--- src/design/pulse_run_serial_receiver_top_assert.svh ---
// ----------------------------------------------------------------------------
// pulse run serial receiver assertion macros
// clocked assertion helpers, empty when SYNTHESIS is defined
// ----------------------------------------------------------------------------
`ifndef PULSE_RUN_SERIAL_RECEIVER_TOP_ASSERT_SVH
`define PULSE_RUN_SERIAL_RECEIVER_TOP_ASSERT_SVH

`ifndef SYNTHESIS
`define PRSR_ASSERT(lbl, clk, rst_n, prop) \
  lbl: assert property (@(posedge clk) disable iff (!rst_n) prop) \
    else $error("assertion failed");
`define PRSR_ASSERT_NEVER(lbl, clk, rst_n, expr) \
  lbl: assert property (@(posedge clk) disable iff (!rst_n) !(expr)) \
    else $error("forbidden condition seen");
`else
`define PRSR_ASSERT(lbl, clk, rst_n, prop)
`define PRSR_ASSERT_NEVER(lbl, clk, rst_n, expr)
`endif

`endif

--- src/design/prsr_pkg.sv ---
// ----------------------------------------------------------------------------
// pulse run serial receiver package
// request payload types, status codes and fixed constants
// ----------------------------------------------------------------------------
package prsr_pkg;

  localparam int unsigned TIME_W     = 32;
  localparam int unsigned PULSE_W    = 12;
  localparam int unsigned HALF_W     = 11;
  localparam int unsigned BYTE_W     = 8;
  localparam int unsigned CNT_W      = 8;

  localparam logic [PULSE_W-1:0] PULSE_RESET = 12'd2048;
  localparam logic [CNT_W-1:0]   CNT_MAX     = 8'hFF;

  typedef enum logic [2:0] {
    ST_BITS     = 3'd0,
    ST_BYTE     = 3'd1,
    ST_GLITCH   = 3'd2,
    ST_OVERRUN  = 3'd3,
    ST_PARITY   = 3'd4
  } status_t;

  typedef struct packed {
    logic [TIME_W-1:0] edge_time;
    logic              line_level;
  } in_item_t;

  typedef struct packed {
    status_t           status;
    logic [BYTE_W-1:0] data_byte;
    logic [CNT_W-1:0]  overflow_count;
    logic [CNT_W-1:0]  parity_error_count;
  } out_item_t;

  typedef logic [PULSE_W-1:0] pulse_len_t;

endpackage

--- src/design/prsr_stream_if.sv ---
// ----------------------------------------------------------------------------
// pulse run serial receiver stream channel
// valid/ready channel carrying one request payload of type T
// ----------------------------------------------------------------------------
interface prsr_stream_if #(
  parameter type T = logic
);
  logic valid;
  logic ready;
  T     data;

  modport source (output valid, output data, input ready);
  modport sink   (input valid, input data, output ready);
endinterface

--- src/design/pulse_run_serial_receiver_top.sv ---
// ----------------------------------------------------------------------------
// pulse run serial receiver top level
// edge timed single wire receiver with valid/ready channels
// ----------------------------------------------------------------------------
// in_req carries one line edge per request: timestamp in us and new level.
// out_rsp returns exactly one result per edge: status, byte and the two
// saturating error counters after that edge.
// cfg_req writes the bit time in us; write it only while no edge is pending.
// an edge is held in an input register, then updated against the receiver
// state in one pass into the result register that drives out_rsp.
// throughput is one edge per cycle unless out_rsp stalls, set by the single
// pass state update.
// in_req.ready stays high while the input register is empty or moving on,
// so a new edge is taken while a finished result still waits on out_rsp.
// when out_rsp stalls, the result holds and one more edge is buffered,
// then in_req.ready drops until the result is taken.
// reset clears all receiver state and counters, empties both registers and
// sets the bit time to 2048 us.
// cfg_req.ready is always high.
// ----------------------------------------------------------------------------
`include "pulse_run_serial_receiver_top_assert.svh"

module pulse_run_serial_receiver_top
  import prsr_pkg::*;
#(
  parameter int unsigned BIT_TIME_LOG2 = 11,
  parameter int unsigned FRAME_BITS    = 11
) (
  input  logic          clk,
  input  logic          rst_n,
  prsr_stream_if.sink   in_req,
  prsr_stream_if.source out_rsp,
  prsr_stream_if.sink   cfg_req
);

  in_item_t   in_item_r;
  logic       in_valid_r, in_valid_nxt;
  logic       out_valid_r, out_valid_nxt;
  pulse_len_t pulse_len_r;
  logic       advance;
  logic       step;
  logic       in_take;
  out_item_t  result;

  always_comb begin
    advance       = !out_valid_r || out_rsp.ready;
    step          = in_valid_r && advance;
    in_take       = in_req.valid && in_req.ready;
    in_valid_nxt  = in_take ? 1'b1 : (step ? 1'b0 : in_valid_r);
    out_valid_nxt = step ? 1'b1 : (out_rsp.ready ? 1'b0 : out_valid_r);
  end

  assign in_req.ready  = !in_valid_r || advance;
  assign cfg_req.ready = 1'b1;
  assign out_rsp.valid = out_valid_r;
  assign out_rsp.data  = result;

  always_ff @(posedge clk) begin
    if (!rst_n) begin
      in_valid_r  <= 1'b0;
      out_valid_r <= 1'b0;
      pulse_len_r <= PULSE_RESET;
    end else begin
      in_valid_r  <= in_valid_nxt;
      out_valid_r <= out_valid_nxt;
      if (cfg_req.valid && cfg_req.ready) begin
        pulse_len_r <= cfg_req.data;
      end
    end
  end

  always_ff @(posedge clk) begin
    if (in_take) begin
      in_item_r <= in_req.data;
    end
  end

  prsr_core #(
    .BIT_TIME_LOG2 (BIT_TIME_LOG2),
    .FRAME_BITS    (FRAME_BITS)
  ) u_core (
    .clk              (clk),
    .rst_n            (rst_n),
    .step             (step),
    .item             (in_item_r),
    .bit_pulse_length (pulse_len_r),
    .result           (result)
  );

  `PRSR_ASSERT(a_full_stall, clk, rst_n, in_valid_r && out_valid_r && !out_rsp.ready |-> !in_req.ready)
  `PRSR_ASSERT(a_step_result, clk, rst_n, step |=> out_valid_r)
  `PRSR_ASSERT(a_take_buffered, clk, rst_n, in_take |=> in_valid_r)

endmodule

--- src/design/prsr_core.sv ---
// ----------------------------------------------------------------------------
// pulse run serial receiver core
// receiver state, single pass edge update and registered result
// ----------------------------------------------------------------------------
`include "pulse_run_serial_receiver_top_assert.svh"

module prsr_core
  import prsr_pkg::*;
#(
  parameter int unsigned BIT_TIME_LOG2 = 11,
  parameter int unsigned FRAME_BITS    = 11
) (
  input  logic       clk,
  input  logic       rst_n,
  input  logic       step,
  input  in_item_t   item,
  input  pulse_len_t bit_pulse_length,
  output out_item_t  result
);

  localparam int unsigned QW = TIME_W - BIT_TIME_LOG2;
  localparam int unsigned RW = QW + 1;
  localparam int unsigned SW = RW + 1;
  localparam int unsigned CW = (BIT_TIME_LOG2 > HALF_W) ? BIT_TIME_LOG2 : HALF_W;
  localparam int unsigned PW = $clog2(FRAME_BITS);
  localparam int unsigned NW = $clog2(FRAME_BITS + 1);

  logic [TIME_W-1:0]     last_time_r, last_time_nxt;
  logic                  last_level_r, last_level_nxt;
  logic [PW-1:0]         bit_pos_r, bit_pos_nxt;
  logic [FRAME_BITS-1:0] frame_r, frame_nxt;
  logic                  parity_r, parity_nxt;
  logic [CNT_W-1:0]      ovf_cnt_r, ovf_cnt_nxt;
  logic [CNT_W-1:0]      par_cnt_r, par_cnt_nxt;
  out_item_t             res_r, res_nxt;

  logic [TIME_W-1:0]     elapsed;
  logic [HALF_W-1:0]     half;
  logic                  glitch;
  logic                  round_up;
  logic [RW-1:0]         run;
  logic                  overrun;
  logic [NW-1:0]         n;
  logic [NW-1:0]         pos_sum;
  logic                  done;
  logic [FRAME_BITS-1:0] base_frame;
  logic                  base_par;
  logic [FRAME_BITS-1:0] shifted;
  logic [FRAME_BITS-1:0] ones;
  logic [FRAME_BITS-1:0] frame_new;
  logic                  par_new;
  logic [FRAME_BITS+9:0] frame_ext;

  always_comb begin
    elapsed    = item.edge_time - last_time_r;
    half       = bit_pulse_length[PULSE_W-1:1];
    glitch     = elapsed < TIME_W'(half);
    round_up   = CW'(elapsed[BIT_TIME_LOG2-1:0]) > CW'(half);
    run        = RW'(elapsed[TIME_W-1:BIT_TIME_LOG2]) + RW'(round_up);
    overrun    = (SW'(run) + SW'(bit_pos_r)) > SW'(FRAME_BITS);
    n          = run[NW-1:0];
    pos_sum    = NW'(bit_pos_r) + n;
    done       = pos_sum >= NW'(FRAME_BITS);
    base_frame = (bit_pos_r == '0) ? '0 : frame_r;
    base_par   = (bit_pos_r == '0) ? 1'b0 : parity_r;
    shifted    = base_frame << n;
    ones       = ~({FRAME_BITS{1'b1}} << n);
    if (!last_level_r) begin
      frame_new = shifted | ones;
      par_new   = base_par ^ n[0];
    end else begin
      frame_new = shifted;
      par_new   = base_par;
    end
    frame_ext = {10'd0, frame_new};

    last_time_nxt  = last_time_r;
    last_level_nxt = last_level_r;
    bit_pos_nxt    = bit_pos_r;
    frame_nxt      = frame_r;
    parity_nxt     = parity_r;
    ovf_cnt_nxt    = ovf_cnt_r;
    par_cnt_nxt    = par_cnt_r;
    res_nxt.status    = ST_GLITCH;
    res_nxt.data_byte = '0;

    if (!glitch) begin
      last_time_nxt  = item.edge_time;
      last_level_nxt = item.line_level;
      if (overrun) begin
        ovf_cnt_nxt    = (ovf_cnt_r == CNT_MAX) ? ovf_cnt_r : ovf_cnt_r + 8'd1;
        bit_pos_nxt    = '0;
        res_nxt.status = ST_OVERRUN;
      end else begin
        frame_nxt      = frame_new;
        parity_nxt     = par_new;
        bit_pos_nxt    = pos_sum[PW-1:0];
        res_nxt.status = ST_BITS;
        if (done) begin
          bit_pos_nxt = '0;
          if (!par_new) begin
            res_nxt.status    = ST_BYTE;
            res_nxt.data_byte = frame_ext[9:2];
          end else begin
            par_cnt_nxt    = (par_cnt_r == CNT_MAX) ? par_cnt_r : par_cnt_r + 8'd1;
            res_nxt.status = ST_PARITY;
          end
        end
      end
    end
    res_nxt.overflow_count     = ovf_cnt_nxt;
    res_nxt.parity_error_count = par_cnt_nxt;
  end

  always_ff @(posedge clk) begin
    if (!rst_n) begin
      last_time_r  <= '0;
      last_level_r <= 1'b0;
      bit_pos_r    <= '0;
      frame_r      <= '0;
      parity_r     <= 1'b0;
      ovf_cnt_r    <= '0;
      par_cnt_r    <= '0;
    end else if (step) begin
      last_time_r  <= last_time_nxt;
      last_level_r <= last_level_nxt;
      bit_pos_r    <= bit_pos_nxt;
      frame_r      <= frame_nxt;
      parity_r     <= parity_nxt;
      ovf_cnt_r    <= ovf_cnt_nxt;
      par_cnt_r    <= par_cnt_nxt;
    end
  end

  always_ff @(posedge clk) begin
    if (step) begin
      res_r <= res_nxt;
    end
  end

  assign result = res_r;

  `PRSR_ASSERT_NEVER(a_pos_range, clk, rst_n, (PW+1)'(bit_pos_r) >= (PW+1)'(FRAME_BITS))
  `PRSR_ASSERT(a_glitch_hold, clk, rst_n, step && glitch |=> last_time_r == $past(last_time_r) && last_level_r == $past(last_level_r))
  `PRSR_ASSERT(a_cnt_mono, clk, rst_n, step |=> ovf_cnt_r >= $past(ovf_cnt_r) && par_cnt_r >= $past(par_cnt_r))

endmodule

--- src/flat_wrapper.sv ---
// flat-port wrapper written by rule: the top's interface ports become plain ports
module pulse_run_serial_receiver_top_flat import prsr_pkg::*;
#(
  parameter int unsigned BIT_TIME_LOG2 = 11,
  parameter int unsigned FRAME_BITS    = 11
)
  (clk, rst_n, in_req_valid, in_req_data, in_req_ready, out_rsp_valid, out_rsp_data, out_rsp_ready, cfg_req_valid, cfg_req_data, cfg_req_ready);
  prsr_stream_if #(.T(in_item_t)) in_req_i ();
  prsr_stream_if #(.T(out_item_t)) out_rsp_i ();
  prsr_stream_if #(.T(pulse_len_t)) cfg_req_i ();
  input  logic clk;
  input  logic rst_n;
  input wire logic [$bits(in_req_i.valid)-1:0] in_req_valid;
  input wire logic [$bits(in_req_i.data)-1:0] in_req_data;
  output wire logic [$bits(in_req_i.ready)-1:0] in_req_ready;
  output wire logic [$bits(out_rsp_i.valid)-1:0] out_rsp_valid;
  output wire logic [$bits(out_rsp_i.data)-1:0] out_rsp_data;
  input wire logic [$bits(out_rsp_i.ready)-1:0] out_rsp_ready;
  input wire logic [$bits(cfg_req_i.valid)-1:0] cfg_req_valid;
  input wire logic [$bits(cfg_req_i.data)-1:0] cfg_req_data;
  output wire logic [$bits(cfg_req_i.ready)-1:0] cfg_req_ready;
  assign in_req_i.valid = in_req_valid;
  assign in_req_i.data = in_req_data;
  assign in_req_ready = in_req_i.ready;
  assign out_rsp_valid = out_rsp_i.valid;
  assign out_rsp_data = out_rsp_i.data;
  assign out_rsp_i.ready = out_rsp_ready;
  assign cfg_req_i.valid = cfg_req_valid;
  assign cfg_req_i.data = cfg_req_data;
  assign cfg_req_ready = cfg_req_i.ready;
  pulse_run_serial_receiver_top #(.BIT_TIME_LOG2(BIT_TIME_LOG2), .FRAME_BITS(FRAME_BITS)) u_core (.clk(clk), .rst_n(rst_n), .in_req(in_req_i), .out_rsp(out_rsp_i), .cfg_req(cfg_req_i));
endmodule
--- config.mk ---
export PLATFORM = sky130hd
export DESIGN_NAME = pulse_run_serial_receiver_top_flat
export DESIGN_NICKNAME = d
export VERILOG_FILES = /design/src/design/prsr_pkg.sv /design/src/design/prsr_stream_if.sv /design/src/design/pulse_run_serial_receiver_top.sv /design/src/design/prsr_core.sv /design/src/flat_wrapper.sv
export VERILOG_INCLUDE_DIRS = /design/src /design/src/design
export SDC_FILE = /design/constraint.sdc
export NUM_CORES = 1
export LEC_CHECK = 0
export BUFFER_PORTS_ARGS = -buffer_cell sky130_fd_sc_hd__clkbuf_2
export CORE_ASPECT_RATIO = 1.5
export CORE_MARGIN = 2
export CORE_UTILIZATION = 40
export DETAILED_ROUTE_END_ITERATION = 7
export GPL_ROUTABILITY_DRIVEN = 1
export PLACE_DENSITY = 0.59
export REMOVE_ABC_BUFFERS = 1
export SLEW_MARGIN = 20
export SYNTH_ARGS = -nofsm -noshare
export SYNTH_HDL_FRONTEND = slang
export SYNTH_SLANG_ARGS = --single-unit
export TNS_END_PERCENT = 100
--- constraint.sdc ---
create_clock -name clk -period 6.85 [get_ports clk]
set_input_delay 0.3425 -clock clk [delete_from_list [all_inputs] [get_ports clk]]
set_output_delay 0.3425 -clock clk [all_outputs]
set_load 0.02 [all_outputs]
## Word level (Yosys, flattened, before mapping)

Index checks and enable logic that the tools add are counted.

- Bits of input ports: 50
- Output and inout port bits: 30
- Register bits after elaboration: 139

- Multiplexer cells: 22
- Bitwise logic cells: 6
- Order comparisons: 4
- Shift-type cells: 2
- Equal/unequal tests: 2
- Add/subtract/negate cells: 6
- Reduce and logical (&&, ||, !) cells: 14

Operators with widths:

| kind | count |
|---|---|
| 8-bit two-way mux | 9 |
| 32-bit by 11-bit < comparator with 1-bit output | 1 |
| 32-bit subtractor | 1 |
| 22-bit by 4-bit adder with 23-bit output | 1 |
| 23-bit by 4-bit greater-than comparator with 1-bit output, second input constant | 1 |
| 21-bit by 1-bit adder with 22-bit output | 1 |
| 11-bit two-way mux | 2 |
| 8-bit by 1-bit adder with 8-bit output, second input constant | 2 |
| 8-bit equality test, second input constant | 2 |
| 11-bit greater-than comparator | 1 |
| 11-bit NOT | 1 |
| 11-bit OR | 1 |
| 11-bit by 4-bit left shift with 11-bit output | 1 |
| 11-bit by 4-bit left shift with 11-bit output, first input constant | 1 |
| 10-bit two-way mux | 1 |
| 4-bit two-way mux | 2 |
| 1-bit two-way mux | 7 |
| 4-bit adder | 1 |
| 4-bit greater-or-equal comparator, second input constant | 1 |
| 4-bit logical NOT | 1 |
| 2-bit nonzero test | 2 |
| 4-bit OR reduction | 1 |
| 3-bit two-way mux | 1 |
| 1-bit NOT | 3 |
| other kinds (8) | 11 |

## Logic depth before layout (Yosys ltp)

- Word-level depth: 10
- Gate-level depth with buffers: 36

## Hierarchy

Synthesis repeated with hierarchy kept, for this count alone.

- Cell total of the unflattened synthesis: 1,135
- Area total of the unflattened synthesis: 9,840.7 um2

By module, submodules not included:

| module | cells each | times used | area an instance (um2) |
|---|---|---|---|
| prsr_core | 1,053 | 1 | 8,306.7 |
| pulse_run_serial_receiver_top | 82 | 1 | 1,534.0 |

## Worst setup path before layout

OpenSTA, ideal clock, no wires.

- Kind: reg-to-reg
- Start point: reg u_core.in_item_r[1] (netlist name)
- End point: reg u_core.u_core.res_r, in the netlist u_core.u_core.result[6] (data pin)
- Arrival: 6.682 ns
- Slack: -0.091 ns
- Stages on the path, launching flop included: 34
- Period minus slack after synthesis: 6.941 ns
- Required time: 6.590 ns
- Cell sequence: edfxtp_1 > inv_1 > ha_1 > fa_1 > nand2b_1 > a21oi_2 > nor2_1 > o21ai_0 > a21o_1 > a21oi_1 > xnor2_1 > ha_1 > or3_1 > o21ai_0 > a21oi_1 > o31a_1 > ha_1 > nor2b_1 > mux2_2 > clkbuf_1 > nand2_1 > xor2_1 > inv_1 > ha_1 > a21oi_1 > a211o_1 > or3_1 > clkbuf_1 > o211a_1 > nor4_1 > nand4_2 > buf_4 > nor3_1 > mux2_2

- Cells in the longest elaborated chain, start to end: 9

RTL lines:

| element | line | RTL |
|---|---|---|
| start: declaration | pulse_run_serial_receiver_top.sv:36 | `in_item_t in_item_r;` |
| start signal: assignment | pulse_run_serial_receiver_top.sv:74 | `in_item_r <= in_req.data;` |
| 32-bit subtractor (*) | prsr_core.sv:55 | `elapsed = item.edge_time - last_time_r;` |
| parallel branches: the longest is 7 deep, another holds 22-bit by 4-bit adder with 23-bit output | - |  |
| 8-bit two-way mux (*) | prsr_core.sv:87 | `if (!glitch) begin` |
| via u_core.u_core.par_cnt_nxt[6] | prsr_core.sv:34 | `logic [CNT_W-1:0] par_cnt_r, par_cnt_nxt;` |
| end signal: assignment | prsr_core.sv:137 | `res_r <= res_nxt;` |
| end: declaration | prsr_core.sv:35 | `out_item_t res_r, res_nxt;` |

Mark *: on every way through the listed nets, which the timed path passes.
A chain may end at the register's enable or synchronous reset.

## Worst setup path after layout

- Start point: reg u_core.in_item_r[1] (netlist name)
- End point: reg u_core.u_core.par_cnt_r[7]

- Cells in the longest elaborated chain, start to end: 9

RTL lines:

| element | line | RTL |
|---|---|---|
| 32-bit subtractor (*) | prsr_core.sv:55 |  |
| parallel branches: the longest is 7 deep, another holds 22-bit by 4-bit adder with 23-bit output | - |  |
| 8-bit two-way mux (*) | prsr_core.sv:87 |  |
| end signal: assignment | prsr_core.sv:131 | `par_cnt_r <= par_cnt_nxt;` |
| end: declaration | prsr_core.sv:34 |  |

Every way passes the cells marked *.

==> impl_metrics.toml <==
[floorplan]
rows = 69
die-area_sq_um = 25430
chipHeight_um = 194.3
die_w_um = 130.9
start_util_pct = 40.68
pin_count = 80
core-area_sq_um = 23740

[routing]
first_pass_iters = 5
viasPerCell = 5.502
num_vias = 8550
drc = 0
wire_per_inst_um = 16.09
drt-initial-drc-count = 433
wl_um = 25000
antenna_left = 0

[synthesis]
ys_seq_area_share_pct = 34.62
syn-instance-count = 1137
syn_avg_cell_area_sq_um = 8.494
synth_top_area_share_pct = 18.66
yosysUniqueCellTypes = 92
yosysWarnings = 0
ys_ff_latch = 137
synth_area_leaders = "edfxtp_1, dfxtp_1, ha_1"
synth_ff_type = "dfxtp_1"
async_flop_share_pct = 0
yosys.area.top_type = "edfxtp_1"
synth_edf_count = 60
syn-cell-area_sq_um = 9658

[worst_setup_path]
start_kind = "flip-flop"
cp_slowest_stage_delay_ns = 0.48
cp_data_required_time_ns = 7.18
rrSetupSlack_ns = 0.29
r2r_cells = 32
r2r-end = "u_core.u_core.par_cnt_r[7]"
r2r_start = "u_core.in_item_r[1]"
arrival_ns = 6.89
endpoint_kind = "flip-flop"
slowest_stage = "fa_1"
path_max_fanout = 23
cp_common_cell = "o21a_1"
crit_type = "reg2reg"

[flow_run]
drv_cap = 0

[worst_hold_path]
hold_path_depth = 1
hp-class = "in2reg"
min-delay-start = "in_req_data[5]"
hold-path-endpoint = "u_core.in_item_r[5]"

[status]
status = "completed"

[sta]
setup_viol = 0
worst_pin_slew_ns = 0.9061
drv_slew = 0
clock_skew_ns = 0.01138
rsz0062_at_grt = "yes"
worst_hold_slack_ns = 0.08200
relSlewSlack_pct = 38.64
fmax_mhz = 152.5
finalCritPeriodShare_pct = 95.75
layout_min_cycle_time_ns = 6.559
hold_viol_final = 0

[cts]
clk_path_buf_depth = 2
cts_tree = "built"
cts.clk_slew.worst_paths_ns = 0.06
cts_buffers = 17
root_buffer = "clkbuf_16"
htreeDepth = 4
postCtsHoldBufs = 0
clock_sinks = 137
clkLatencyLatePin_ns = 0.43

[place]
gp_congestion = 0.9283
numPortBuffers = 77
hpwlAfterDp_um = 18740

[layout]
drive_gt1_share_pct = 19.27
num-nets-final = 1324
n_antenna_cell = 0
syn2layout_area_growth_pct = 17.58

[grt]
grt_pass1_wl_um = 40970
antenna_found_initial = 0
grt_max_degree = 63
grt-ovfl-total = 0
grt_pass1_vias = 8375
track_usage_pct = 20.35

[pwr]
powerDensity_nw_per_um2 = 238.3
ir_drop_uv = 170.6
leakage_nw = 4.237
finalPower_mw = 2.706
## Yosys cell counts, types with 30 or more instances
cell,n
nand2_1,151
ha_1,50
dfxtp_1,77
nand3_1,40
inv_1,58
nor2_1,86
mux2i_1,30
edfxtp_1,60
a21oi_1,104
clkbuf_1,42
xnor2_1,30
o21ai_0,34
## layout by cell type, fill, tap and decap left out, drive strengths merged, types with 11 or more instances in the layout
| master | netlist | routed |
|---|---|---|
| edfxtp | 60 | 60 |
| buf | 16 | 46 |
| ha | 50 | 50 |
| clkbuf | 42 | 96 |
| or3 | 19 | 19 |
| o211ai | 19 | 19 |
| nor4 | 20 | 20 |
| inv | 59 | 59 |
| a31oi | 11 | 11 |
| o21ai | 40 | 40 |
| nand4 | 22 | 23 |
| a21oi | 108 | 108 |
| nor2 | 86 | 86 |
| mux2 | 12 | 12 |
| nand3 | 42 | 42 |
| nand2b | 26 | 26 |
| mux2i | 30 | 30 |
| xor2 | 15 | 15 |
| o21a | 19 | 19 |
| nand2 | 151 | 151 |
| xnor2 | 30 | 30 |
| and3 | 12 | 12 |
| nor3 | 26 | 26 |
| dfxtp | 77 | 77 |
| and2 | 13 | 13 |
## worst max-delay path, delay by kind of cell (launching register included)
family	cells	cell delay (ns)
muxes	1	0.30
adders and majority gates	5	1.41
DFF	1	0.34
and+or+nand+nor	5	0.93
buffers and inverters	5	0.57
xor gates and xnor gates	2	0.34
AOI/OAI and AO/OA	14	2.53
## what timing repair did
action	in CTS	in global routing
gates cloned	0	2
pin swaps	0	18
buffers inserted	0	10
endpoints found under the setup margin	12	58
gates resized for setup	5	37
## kinds of logic after synthesis
| family | Yosys count | share of synthesized area, % |
|---|---|---|
| multiplexers | 45 | 5.208 |
| buffers and inverters | 117 | 4.910 |
| flip-flops | 137 | 34.62 |
| adder cells (fa/ha/maj) | 52 | 6.892 |
| other | 1 | 0.03883 |
| AO/OA/AOI/OAI | 280 | 19.78 |
| AND/OR/NAND/NOR | 460 | 24.39 |
| XOR/XNOR | 45 | 4.159 |
## per-layer routing
metal  vias to the layer above  track usage, %  share of wire [%]
met2                       139           37.50                 54
met3                        51           3.248                2.1
met4                         0           10.09                3.9
met1                      4034           21.96                 40
li1                       4326               -                  -
met5                         -               0                  0
## report_power, final
group          leakage, nW  internal [mW]  total (mW)  switching (mW)
Sequential            1.19          0.888       0.905          0.0169
Combinational         2.76          0.318       0.834           0.516
Clock                0.290          0.614       0.968           0.353
## stage by stage
step	setup slack, ns	setup TNS (ns)	cell area [sq um]	cells	utilization [%]
final	0.2915	0	11360	1554	47.83
after detailed placement	-0.03732	-0.08241	10460	1510	44.04
after floorplan	-0.4229	-9.447	9405	1079	-
after global routing	-0.02075	-0.1053	11360	1554	47.83
after global placement	0.09728	0	10460	1510	44.04
after CTS	-0.002367	-0.002367	11110	1542	46.80
## how the worst max path moves through the flow
stage | start | slack (ns) | end | cells after the start
after floorplan | u_core.in_item_r[1] | -0.42 | u_core.u_core.result[6] | 30
after global routing | u_core.in_item_r[1] | -0.02 | u_core.u_core.par_cnt_r[5] | 33
after CTS | u_core.in_item_r[1] | -0.002 | u_core.u_core.par_cnt_r[7] | 32
after detailed placement | u_core.in_item_r[1] | -0.04 | u_core.u_core.par_cnt_r[7] | 31
final | u_core.in_item_r[1] | 0.29 | u_core.u_core.par_cnt_r[7] | 32
after global placement | u_core.in_item_r[1] | 0.1 | u_core.u_core.result[9] | 32
## sequential cells by signal, indices dropped and copies added, names as in the netlist
signal,cells
u_core.pulse_len_r,11
u_core.u_core.par_cnt_r,8
u_core.u_core.ovf_cnt_r,8
u_core.in_valid_r,1
u_core.u_core.last_time_r,32
u_core.u_core.last_level_r,1
u_core.u_core.result,27
u_core.out_rsp.valid,1
u_core.u_core.parity_r,1
u_core.in_item_r,33
u_core.u_core.bit_pos_r,4
u_core.u_core.frame_r,10
## area by class of cell
cell class              instances  area (sq um)
clock buffers                  19         442.9
inverters                      59         221.5
fillers                      2333         12390
repair buffers                123         739.5
flip-flops and latches        137          3343
clock inverters                13         176.4
multi-input cells             884          6033
well taps                     319         399.1
(Power assumes the default switching activity.)
